$ cat config.mk
export PLATFORM = sky130hd
export DESIGN_NAME = rail_fence_transposer
export DESIGN_NICKNAME = d
export VERILOG_FILES = /design/src/rft_pkg.sv /design/src/rail_fence_transposer.sv /design/src/rft_order_gen.sv
export SDC_FILE = /design/constraint.sdc
export NUM_CORES = 1
export LEC_CHECK = 0
export BUFFER_PORTS_ARGS = -buffer_cell sky130_fd_sc_hd__buf_4
export CORE_MARGIN = 4
export CORE_UTILIZATION = 55
export CTS_BUF_LIST = sky130_fd_sc_hd__clkbuf_16
export DETAILED_ROUTE_END_ITERATION = 10
export PLACE_DENSITY = 0.71
export SYNTH_ARGS = -nofsm -noshare
export SYNTH_HDL_FRONTEND = slang
export SYNTH_SLANG_ARGS = --single-unit
export TNS_END_PERCENT = 1
$ cat constraint.sdc
create_clock -name clk -period 7.1 [get_ports clk]
set_clock_uncertainty 0.15 [all_clocks]
set_input_delay 1.42 -clock clk [delete_from_list [all_inputs] [get_ports clk]]
set_output_delay 1.42 -clock clk [all_outputs]
set_load 0.01 [all_outputs]
$ cat src/rft_pkg.sv
package rft_pkg;

  localparam int MAX_LEN_DEF = 64;
  localparam int RAILS_W     = 7;
  localparam logic [RAILS_W-1:0] RAILS_RESET = 7'd2;
  localparam logic [RAILS_W-1:0] RAILS_MIN   = 7'd2;

  typedef enum logic [0:0] {
    REG_RAILS = 1'b0,
    REG_DIR   = 1'b1
  } cfg_reg_t;

  typedef enum logic [2:0] {
    S_LOAD,
    S_ENC,
    S_PERM,
    S_GAP,
    S_DEC
  } rft_state_t;

  typedef struct packed {
    logic start;
    logic step;
  } og_ctl_t;

endpackage

$ cat src/rail_fence_transposer.sv
// Rail fence transposer. Message bytes stream in one per cycle into a
// MAX_LEN-byte store until the beat with in_last. The block then stops
// taking input and emits the whole message as one burst, one byte per
// cycle while out_ready is high: in encrypt mode (direction 0) rail by
// rail, in decrypt mode (direction 1) in plaintext order. Decrypt first
// scatters the store into a second memory at one byte per cycle, once
// no stalled beat of the previous burst holds the store's read data, and
// its read-out burst starts once the scatter is done. The single read port
// of each memory sets the one byte per cycle. Bytes beyond MAX_LEN are
// dropped and out_overflow is then high on every beat of that burst.
// The rails and direction values at the last beat are used; rails below
// two act as two.
module rail_fence_transposer #(
  parameter int MAX_LEN = rft_pkg::MAX_LEN_DEF
) (
  input  logic                        clk,
  input  logic                        rst_n,
  input  logic                        in_valid,
  output logic                        in_ready,
  input  logic [7:0]                  in_byte,
  input  logic                        in_last,
  output logic                        out_valid,
  input  logic                        out_ready,
  output logic [7:0]                  out_byte,
  output logic                        out_last,
  output logic                        out_overflow,
  input  logic                        cfg_valid,
  output logic                        cfg_ready,
  input  logic [0:0]                  cfg_index,
  input  logic [rft_pkg::RAILS_W-1:0] cfg_data
);

  localparam int AW = $clog2(MAX_LEN);
  localparam int CW = $clog2(MAX_LEN + 1);

  rft_pkg::rft_state_t state_r, state_nxt;

  logic [rft_pkg::RAILS_W-1:0] rails_r;
  logic                        direction_r;
  logic [CW-1:0]               fill_r;
  logic                        drop_r;
  logic [CW-1:0]               n_r;
  logic [rft_pkg::RAILS_W-1:0] nr_r;
  logic                        ovf_r;
  logic [AW-1:0]               ctr_r, ctr_nxt;

  logic [7:0] mem_a [MAX_LEN];
  logic [7:0] mem_b [MAX_LEN];
  logic [7:0] a_rdata_r;
  logic [7:0] b_rdata_r;

  logic          wb_v_r, wb_v_nxt;
  logic [AW-1:0] wb_addr_r;

  logic rd_v_r, rd_last_r, rd_ovf_r, rd_src_r;
  logic out_v_r, out_last_r, out_ovf_r;
  logic [7:0] out_byte_r;

  rft_pkg::og_ctl_t og_ctl;
  logic [AW-1:0]    og_pos;

  logic          in_acc;
  logic          full;
  logic          a_we;
  logic          a_re;
  logic [AW-1:0] a_raddr;
  logic          b_re;
  logic          issue;
  logic          adv;
  logic          burst_end;
  logic          ready_c;
  logic [CW-1:0] n_load;
  logic [rft_pkg::RAILS_W-1:0] nr_sel;

  rft_order_gen #(.MAX_LEN(MAX_LEN)) u_order (
    .clk (clk),
    .ctl (og_ctl),
    .nr  (nr_r),
    .n   (n_r),
    .pos (og_pos)
  );

  assign cfg_ready = 1'b1;
  assign in_ready  = ready_c;
  assign in_acc    = in_valid && ready_c;
  assign full      = (fill_r == CW'(MAX_LEN));
  assign a_we      = in_acc && !full;
  assign n_load    = full ? fill_r : fill_r + CW'(1);
  assign nr_sel    = (rails_r < rft_pkg::RAILS_MIN) ? rft_pkg::RAILS_MIN : rails_r;
  assign adv       = !out_v_r || out_ready;
  assign burst_end = (CW'(ctr_r) == n_r - CW'(1));

  always_ff @(posedge clk) begin
    if (!rst_n) begin
      rails_r     <= rft_pkg::RAILS_RESET;
      direction_r <= 1'b0;
    end else if (cfg_valid) begin
      unique case (cfg_index)
        rft_pkg::REG_RAILS: rails_r     <= cfg_data;
        rft_pkg::REG_DIR:   direction_r <= cfg_data[0];
        default:            rails_r     <= rails_r;
      endcase
    end
  end

  always_comb begin
    state_nxt = state_r;
    ctr_nxt   = ctr_r;
    og_ctl    = '0;
    a_re      = 1'b0;
    a_raddr   = ctr_r;
    b_re      = 1'b0;
    issue     = 1'b0;
    wb_v_nxt  = 1'b0;
    ready_c   = 1'b0;
    unique case (state_r)
      rft_pkg::S_LOAD: begin
        ready_c = 1'b1;
        if (in_valid && in_last) begin
          og_ctl.start = 1'b1;
          ctr_nxt      = '0;
          state_nxt    = direction_r ? rft_pkg::S_PERM : rft_pkg::S_ENC;
        end
      end
      rft_pkg::S_ENC: begin
        if (!rd_v_r || adv) begin
          issue       = 1'b1;
          a_re        = 1'b1;
          a_raddr     = og_pos;
          og_ctl.step = 1'b1;
          ctr_nxt     = ctr_r + AW'(1);
          if (burst_end) state_nxt = rft_pkg::S_LOAD;
        end
      end
      rft_pkg::S_PERM: begin
        // wait until a stalled beat no longer holds the store's read data
        if (!rd_v_r) begin
          a_re        = 1'b1;
          wb_v_nxt    = 1'b1;
          og_ctl.step = 1'b1;
          ctr_nxt     = ctr_r + AW'(1);
          if (burst_end) begin
            ctr_nxt   = '0;
            state_nxt = rft_pkg::S_GAP;
          end
        end
      end
      rft_pkg::S_GAP: begin
        state_nxt = rft_pkg::S_DEC;
      end
      rft_pkg::S_DEC: begin
        if (!rd_v_r || adv) begin
          issue   = 1'b1;
          b_re    = 1'b1;
          ctr_nxt = ctr_r + AW'(1);
          if (burst_end) state_nxt = rft_pkg::S_LOAD;
        end
      end
      default: state_nxt = rft_pkg::S_LOAD;
    endcase
  end

  always_ff @(posedge clk) begin
    if (!rst_n) begin
      state_r <= rft_pkg::S_LOAD;
    end else begin
      state_r <= state_nxt;
    end
  end

  always_ff @(posedge clk) begin
    if (!rst_n) begin
      fill_r <= '0;
      drop_r <= 1'b0;
      wb_v_r <= 1'b0;
      rd_v_r <= 1'b0;
      out_v_r <= 1'b0;
    end else begin
      if (in_acc) begin
        if (in_last) begin
          fill_r <= '0;
          drop_r <= 1'b0;
        end else if (full) begin
          drop_r <= 1'b1;
        end else begin
          fill_r <= fill_r + CW'(1);
        end
      end
      wb_v_r  <= wb_v_nxt;
      rd_v_r  <= issue || (rd_v_r && !adv);
      if (adv) out_v_r <= rd_v_r;
    end
  end

  always_ff @(posedge clk) begin
    ctr_r <= ctr_nxt;
    if (in_acc && in_last) begin
      n_r   <= n_load;
      nr_r  <= nr_sel;
      ovf_r <= drop_r || full;
    end
    if (wb_v_nxt) wb_addr_r <= og_pos;
    if (issue) begin
      rd_last_r <= burst_end;
      rd_ovf_r  <= ovf_r;
      rd_src_r  <= (state_r == rft_pkg::S_DEC);
    end
    if (adv && rd_v_r) begin
      out_byte_r <= rd_src_r ? b_rdata_r : a_rdata_r;
      out_last_r <= rd_last_r;
      out_ovf_r  <= rd_ovf_r;
    end
  end

  // message store
  always_ff @(posedge clk) begin
    if (a_we) mem_a[fill_r[AW-1:0]] <= in_byte;
    if (a_re) a_rdata_r <= mem_a[a_raddr];
  end

  // plaintext store for decrypt
  always_ff @(posedge clk) begin
    if (wb_v_r) mem_b[wb_addr_r] <= a_rdata_r;
    if (b_re) b_rdata_r <= mem_b[ctr_r];
  end

  assign out_valid    = out_v_r;
  assign out_byte     = out_byte_r;
  assign out_last     = out_last_r;
  assign out_overflow = out_ovf_r;

  a_enc_pos_in_range: assert property (@(posedge clk) disable iff (!rst_n)
    (state_r == rft_pkg::S_ENC && issue) |-> (CW'(og_pos) < n_r))
    else $error("rail order position beyond message length");

  a_fill_bound: assert property (@(posedge clk) disable iff (!rst_n)
    fill_r <= CW'(MAX_LEN))
    else $error("fill count beyond store depth");

  a_scatter_done: assert property (@(posedge clk) disable iff (!rst_n)
    (state_r == rft_pkg::S_DEC) |-> !wb_v_r)
    else $error("plaintext store written while being read out");

  a_store_port: assert property (@(posedge clk) disable iff (!rst_n)
    a_re |-> !a_we)
    else $error("store read and written in the same cycle");

endmodule

$ cat src/rft_order_gen.sv
module rft_order_gen #(
  parameter int MAX_LEN = rft_pkg::MAX_LEN_DEF,
  localparam int AW = $clog2(MAX_LEN),
  localparam int CW = $clog2(MAX_LEN + 1)
) (
  input  logic                         clk,
  input  rft_pkg::og_ctl_t             ctl,
  input  logic [rft_pkg::RAILS_W-1:0]  nr,
  input  logic [CW-1:0]                n,
  output logic [AW-1:0]                pos
);

  localparam int SW = ((AW > 8) ? AW : 8) + 1;

  logic [AW-1:0]               pos_r;
  logic [rft_pkg::RAILS_W-1:0] rail_r;
  logic                        phase_r;

  logic [7:0]                  period;
  logic [7:0]                  twice;
  logic [7:0]                  stride;
  logic                        rail_edge;
  logic [SW-1:0]               sum;
  logic                        in_rail;
  logic [rft_pkg::RAILS_W-1:0] rail_inc;

  // zigzag walk: rails in order, positions in order within a rail
  always_comb begin
    period    = {nr - 7'd1, 1'b0};
    twice     = {rail_r, 1'b0};
    rail_edge = (rail_r == '0) || (rail_r == nr - 7'd1);
    stride    = rail_edge ? period : (phase_r ? twice : period - twice);
    sum       = SW'(pos_r) + SW'(stride);
    in_rail   = sum < SW'(n);
    rail_inc  = rail_r + 7'd1;
  end

  always_ff @(posedge clk) begin
    if (ctl.start) begin
      pos_r   <= '0;
      rail_r  <= '0;
      phase_r <= 1'b0;
    end else if (ctl.step) begin
      if (in_rail) begin
        pos_r   <= sum[AW-1:0];
        phase_r <= ~phase_r;
      end else begin
        pos_r   <= AW'(rail_inc);
        rail_r  <= rail_inc;
        phase_r <= 1'b0;
      end
    end
  end

  assign pos = pos_r;

endmodule

==> Word-level counts from Yosys, hierarchy flattened <==
Memory sizes are Yosys's and may differ from the RTL's. A register that Yosys moved wholly into a read port is not among the register bits.
Index checks and enable logic that the tools add are counted.
{ "word_totals": {"regBits": 76, "mem_bits_rw": 1024, "input_bits": 22, "out_inout_bits": 13, "wordCells": 110, "n_memories": 2} }
{ "mem_list": {"columns": ["memory", "depth", "word_bits", "rd", "rd_clocked_by_memory_dff", "write_ports", "line_no", "rtl"], "rows": [
  ["mem_a", 64, 8, 1, 1, 1, "rail_fence_transposer.sv:47", "logic [7:0] mem_a [MAX_LEN];"],
  ["mem_b", 64, 8, 1, 1, 1, "rail_fence_transposer.sv:48", "logic [7:0] mem_b [MAX_LEN];"]
]} }
{ "classes": {"n_addsub": 7, "order_cmp": 2, "n_eq_ne": 12, "muxes": 36, "n_bitwise": 3, "n_reduce_logical": 26} }
{ "op_table": {"columns": ["cell", "n"], "rows": [
  ["$mux W6", 7],
  ["$mux W8", 3],
  ["$pmux W6 S3", 1],
  ["$mux W1", 15],
  ["$mux W3", 5],
  ["$add A7 B1 Y7 const B", 2],
  ["$mux W7", 2],
  ["$sub A7 B1 Y7 const B", 2],
  ["$pmux W3 S4", 1],
  ["$add A6 B8 Y9", 1],
  ["$lt A9 B7 Y1", 1],
  ["$reduce_and A2 Y1", 4],
  ["$sub A8 B8 Y8", 1],
  ["$eq A6 B7 Y1", 1],
  ["$eq A7 B7 Y1", 1],
  ["$eq A7 B7 Y1 const B", 1],
  ["$logic_not A7 Y1", 1],
  ["$lt A7 B2 Y1 const B", 1],
  ["$add A6 B1 Y6 const B", 1],
  ["$eq A3 B2 Y1 const B", 2],
  ["$logic_and A1 B1 Y1", 6],
  ["$ne A2 B2 Y1 const B", 3],
  ["$logic_or A1 B1 Y1", 5],
  ["$reduce_and A5 Y1", 1],
  ["other kinds (12)", 18]
]} }

==> Logic depth before layout (Yosys ltp) <==
{ "depth": {"ltp_word": 8, "ltp_mapped": 25, "depth_no_buf": 24} }

==> Modules after synthesis <==
From an unflattened synthesis, not the netlist that was laid out.
{ "hier_totals": {"hier_cells": 3014, "hier_area_um2": 45835.2} }
{ "modules_own_cells": {"columns": ["module", "instances", "cells_each", "area_each_um2", "seq_area_each_um2"], "rows": [
  ["rail_fence_transposer", 1, 2781, 44057.3, 32871.5],
  ["rft_order_gen", 1, 233, 1778.0, 280.3]
]} }

==> Worst setup path after synthesis <==
OpenSTA, ideal clock, no wires.
{ "synth_path": {"path_type": "register to register", "from": "register nr_r[0] in the netlist's numbering", "to": "register u_order.pos_r[0] (netlist: u_order.pos[0])", "setup_ps": 76, "arrival_time_ps": 4855, "required_time_ps": 6874, "setup_slack_ps": 2019, "path_stages_with_launch": 24, "n_path_buf": 1, "period_less_slack_ps": 5081, "cell_sequence": "edfxtp_1 -> inv_1 -> ha_1 -> or3b_4 -> or4_4 -> nand2_1 -> xnor2_1 -> a21oi_1 -> nor2_1 -> a21oi_1 -> ha_1 -> a21oi_1 -> nand2_1 -> a21o_1 -> a21o_1 -> xnor2_1 -> ha_1 -> a21o_1 -> a31o_2 -> nor3_1 -> mux2_4 -> clkbuf_1 -> o21ai_0 -> a21oi_1"} }
{ "synth_between": {"elab_chain_len": 7, "word_cells_on_any_way": 9, "cone_classes": "add/sub: 3; order compare: 1; eq/ne: 1; mux: 3; reduce/logical: 1"} }
{ "synth_lines": {"columns": ["item", "line_no", "rtl"], "rows": [
  ["start, declared", "rail_fence_transposer.sv:43", "logic [rft_pkg::RAILS_W-1:0] nr_r;"],
  ["start signal, assigned", "rail_fence_transposer.sv:199", "nr_r <= nr_sel;"],
  ["$sub A7 B1 Y7 (*)", "rft_order_gen.sv:29, rft_order_gen.sv:31", null],
  ["$sub A8 B8 Y8 or $eq A7 B7 Y1 (tied branches)", "rft_order_gen.sv:32, rft_order_gen.sv:31", null],
  ["$mux W8 or $logic_or A1 B1 Y1 (tied branches)", "rft_order_gen.sv:32, rft_order_gen.sv:31", null],
  ["$mux W8 (*)", "rft_order_gen.sv:32", "stride = rail_edge ? period : (phase_r ? twice : period - twice);"],
  ["$add A6 B8 Y9 (*)", "rft_order_gen.sv:33", "sum = SW'(pos_r) + SW'(stride);"],
  ["$lt A9 B7 Y1", "rft_order_gen.sv:34", "in_rail = sum < SW'(n);"],
  ["$mux W6 (*)", "rft_order_gen.sv:44", "if (in_rail) begin"],
  ["end signal, assigned", "rft_order_gen.sv:45", "pos_r <= sum[AW-1:0];"],
  ["end signal, assigned", "rft_order_gen.sv:48", "pos_r <= AW'(rail_inc);"],
  ["end, declared", "rft_order_gen.sv:15", "logic [AW-1:0] pos_r;"]
]} }
Mark *: on every way between the ends. The rest lies on a longest branch, timed or not.
A chain may end at the register's enable or synchronous reset.

==> Final worst setup path <==
{ "layout_path": {"from": "register nr_r[2] in the netlist's numbering", "to": "register u_order.pos_r[3] (netlist: u_order.pos[3])"} }
The elaborated chain is that of the path after synthesis.

==> results.json <==
{
  "status": "completed",
  "max_freq_ghz": 0.172,
  "pin_count": 35,
  "hpwl_um": 56800,
  "synth.ff_latch_count": 1116,
  "via_per_inst": 6.29,
  "dieHeight_um": 293,
  "antennaDiodeCount": 0,
  "seqCellArea_um2": 33200,
  "crit_required_ns": 7.49,
  "routedWlPerCell_um": 27.0,
  "p_per_area_nw_per_um2": 345,
  "min_path_type": "flop to flop",
  "yosys_warnings": 0,
  "grt_max_degree": 100,
  "routed-wl-met2_um": 47100,
  "dr_total_vias": 21927,
  "maxSlewViolCount": 0,
  "grt_pass1_vias": 22235,
  "dieWidth_um": 293,
  "max_slew_margin": 0.222,
  "filler_cell_count": 5519,
  "setup_viol": 0,
  "wl_met1_um": 38000,
  "grt_pass1_wl_um": 144000,
  "p_total_uw": 17100,
  "synth_edf_count": 1080,
  "grt_overflow_total": 0,
  "hold_path_startpoint": "rd_ovf_r$_DFFE_PP_",
  "antenna_found_initial": 0,
  "cts_buffers": 109,
  "cts-resized-gates": 0,
  "reg2regPathDepth": 23,
  "synth.distinct_cells": 66,
  "drive_above_1_share": 0.220,
  "syn-cell-area_um2": 44600,
  "rows": 104,
  "fin_crit_sh": 0.818,
  "maxCapViolations": 0,
  "grt.total_usage": 0.224,
  "syn_inst": 2284,
  "cts_buffer_depth": 3,
  "multiInputGateArea_um2": 10900,
  "avgSynthCellArea_um2": 19.5,
  "core_area_um2": 80400,
  "drc": 0,
  "cp_cell_sequence": "nor3_1 > nor3b_1 > xnor2_1 > inv_1 > ha_1 > nand4_1 > nor2_1 > a21oi_1 > nor2_1 > a21oi_1 > ha_1 > a21oi_1 > nand2_1 > a21o_1 > a21o_1 > xnor2_1 > ha_1 > a21o_1 > a31o_2 > nor3_1 > mux2i_1 > mux2i_1 > o21ai_0",
  "path_buf_inv": 1,
  "fin_setup_tns_ns": 0,
  "seq_area_frac_synth": 0.743,
  "start_kind": "flop",
  "r2r_start": "nr_r[2]$_SDFFCE_PN0P_",
  "critical_path.startpoint": "nr_r[2]$_SDFFCE_PN0P_",
  "worst-path-max-fanout": 10,
  "syn-num-nets": 2333,
  "postCtsSetupBuffers": 0,
  "worst_hold_slack_ns": 0.271,
  "nNetsFinal": 2389,
  "arrival_ns": 6.19,
  "dieArea_um2": 85700,
  "cts_root_buffer": "clkbuf_16",
  "synthToLayoutAreaGrowth_pct": 11.1,
  "cts_hold_buf": 0,
  "drtIter0Drc": 2371,
  "grt_setup_unrepaired": "no",
  "tritoncts": "done",
  "period_minus_slack_ns": 5.81,
  "synthFlopType": "edfxtp_1",
  "hold_viol": 0,
  "gp_congestion": 0.887,
  "dr_wl_met3_um": 6890,
  "crit_type": "flop to flop",
  "clock_latency_ns": 0.69,
  "ant_nets": 0,
  "top_layer_used": "met4",
  "htree_levels": 3,
  "path_clk_slew_ns": 0.06,
  "end_kind": "flop",
  "vdd_drop_max_mv": 0.262,
  "routed_wl_um": 94300,
  "io_buffer_count": 33,
  "clock-sinks": 1116,
  "crit_family": "simple AND/OR/NAND/NOR gates",
  "total_leakage_power_uw": 0.0158,
  "initial_core_util": 0.555,
  "min_path_cells": 0,
  "ys_async_sr_fraction": 0,
  "tightest_slew_ns": 1.16,
  "cp_num_cells": 23,
  "crit_path_max_incr_delay_ns": 0.42,
  "crit_slowest_cell": "edfxtp_1",
  "firstDrtPassIters": 5
}
metal layers:
layer,track usage,up-vias
met4,0.0595,0
met1,0.323,11453
met5,0,-
met3,0.0335,148
li1,-,9354
met2,0.365,972
final timing paths:
check / slack [ns] / to
max: 1.29 / u_order.pos[3]$_SDFFE_PP0P_
min: 0.27 / out_overflow$_DFFE_PP_
min reg2reg: 0.27 / out_overflow$_DFFE_PP_
max reg2reg: 1.29 / u_order.pos[3]$_SDFFE_PP0P_
area by class of cell:
type | count | share of cell area
clock buffer | 110 | 0.0556
clock inverter | 89 | 0.0159
inverter | 33 | 0.00250
multi-input combinational | 1017 | 0.219
sequential | 1116 | 0.669
tap | 1060 | 0.0268
timing repair buffer | 63 | 0.0106
worst reg2reg max path, stage by stage, from the launching register on:
cell and delay (ns):
edfxtp_1 0.42, nor3_1 0.28, nor3b_1 0.28, xnor2_1 0.22, inv_1 0.13, ha_1 0.41
nand4_1 0.11, nor2_1 0.31, a21oi_1 0.31, nor2_1 0.16, a21oi_1 0.07, ha_1 0.38
a21oi_1 0.14, nand2_1 0.10, a21o_1 0.19, a21o_1 0.19, xnor2_1 0.20, ha_1 0.29
a21o_1 0.20, a31o_2 0.23, nor3_1 0.25, mux2i_1 0.29, mux2i_1 0.25, o21ai_0 0.09
registers in the layout, indices dropped and copies added (netlist names), 7 cells and up:
name,flops
b_rdata_r,8
rails_r,7
u_order.rail_r,7
a_rdata_r,8
mem_a,512
n_r,7
out_byte,8
fill_r,7
nr_r,7
mem_b,512
cells in the mapped netlist (3+ instances only):
library cell / instances / share of area
and2_1: 21 / 0.0029
o22ai_1: 9 / 0.0013
nand4_1: 4 / 0.00056
nor2_1: 165 / 0.014
or3_1: 6 / 0.00084
a21oi_1: 22 / 0.0025
o21a_1: 7 / 0.0012
o311ai_0: 3 / 0.00059
clkinv_1: 3 / 0.00025
xnor2_1: 21 / 0.0041
nand2_1: 155 / 0.013
a221o_1: 7 / 0.0016
xor2_1: 12 / 0.0024
buf_1: 18 / 0.0015
a21boi_0: 3 / 0.00051
edfxtp_1: 1080 / 0.73
buf_2: 12 / 0.0013
nor2b_1: 31 / 0.0043
inv_1: 29 / 0.0024
a21o_1: 6 / 0.0010
a211oi_1: 18 / 0.0030
nor3_1: 16 / 0.0018
a22oi_1: 6 / 0.0010
mux2_2: 11 / 0.0028
dfxtp_1: 36 / 0.016
nand3_1: 43 / 0.0048
clkbuf_1: 78 / 0.0066
o211ai_1: 3 / 0.00051
ha_1: 25 / 0.0070
buf_4: 7 / 0.0012
o31ai_1: 6 / 0.0010
and3_1: 6 / 0.00084
a31oi_1: 19 / 0.0027
mux4_2: 296 / 0.15
mux2i_1: 21 / 0.0047
o21ai_0: 32 / 0.0036
buf_6: 3 / 0.00076
nand2b_1: 9 / 0.0013
logic make-up after synthesis:
family | after synthesis | synth area share
other cells | 1 | 0.0000841
xor+xnor | 33 | 0.00648
buf+inv | 151 | 0.0141
mux | 329 | 0.157
simple gates | 471 | 0.0472
compound gates | 156 | 0.0235
fa+ha+maj | 27 | 0.00791
flops | 1116 | 0.743
stage by stage:
stage	cell area (µm²)	instances	util	worst slack [ns]
after detailed placement	46000	3289	0.572	1.38
after global routing	49500	3488	0.616	0.817
after floorplan	44600	2284	-	2.02
after global placement	46000	3289	0.572	1.38
after CTS	49500	3488	0.616	1.38
final	49500	3488	0.616	1.29
placed cells by master (no fill, tap or decap), types with 21 or more instances in the layout:
cell	Yosys	final
nor2_1	165	165
xnor2_1	21	21
nor2b_1	31	31
and2_1	21	21
a21oi_1	22	21
nand2_1	155	155
edfxtp_1	1080	1080
dfxtp_1	36	36
nand3_1	43	43
inv_1	29	61
ha_1	25	25
buf_4	7	59
clkbuf_16	0	110
mux4_2	296	296
o21ai_0	32	32
power by group:
| group | leakage (µW) | total (µW) | internal [µW] | switching, µW |
|---|---|---|---|---|
| clock | 0.00184 | 5640 | 3220 | 2420 |
| sequential | 0.0100 | 7720 | 7620 | 101 |
| combinational | 0.00397 | 3720 | 1560 | 2160 |
Note: power is estimated with default switching activity, not from simulation.
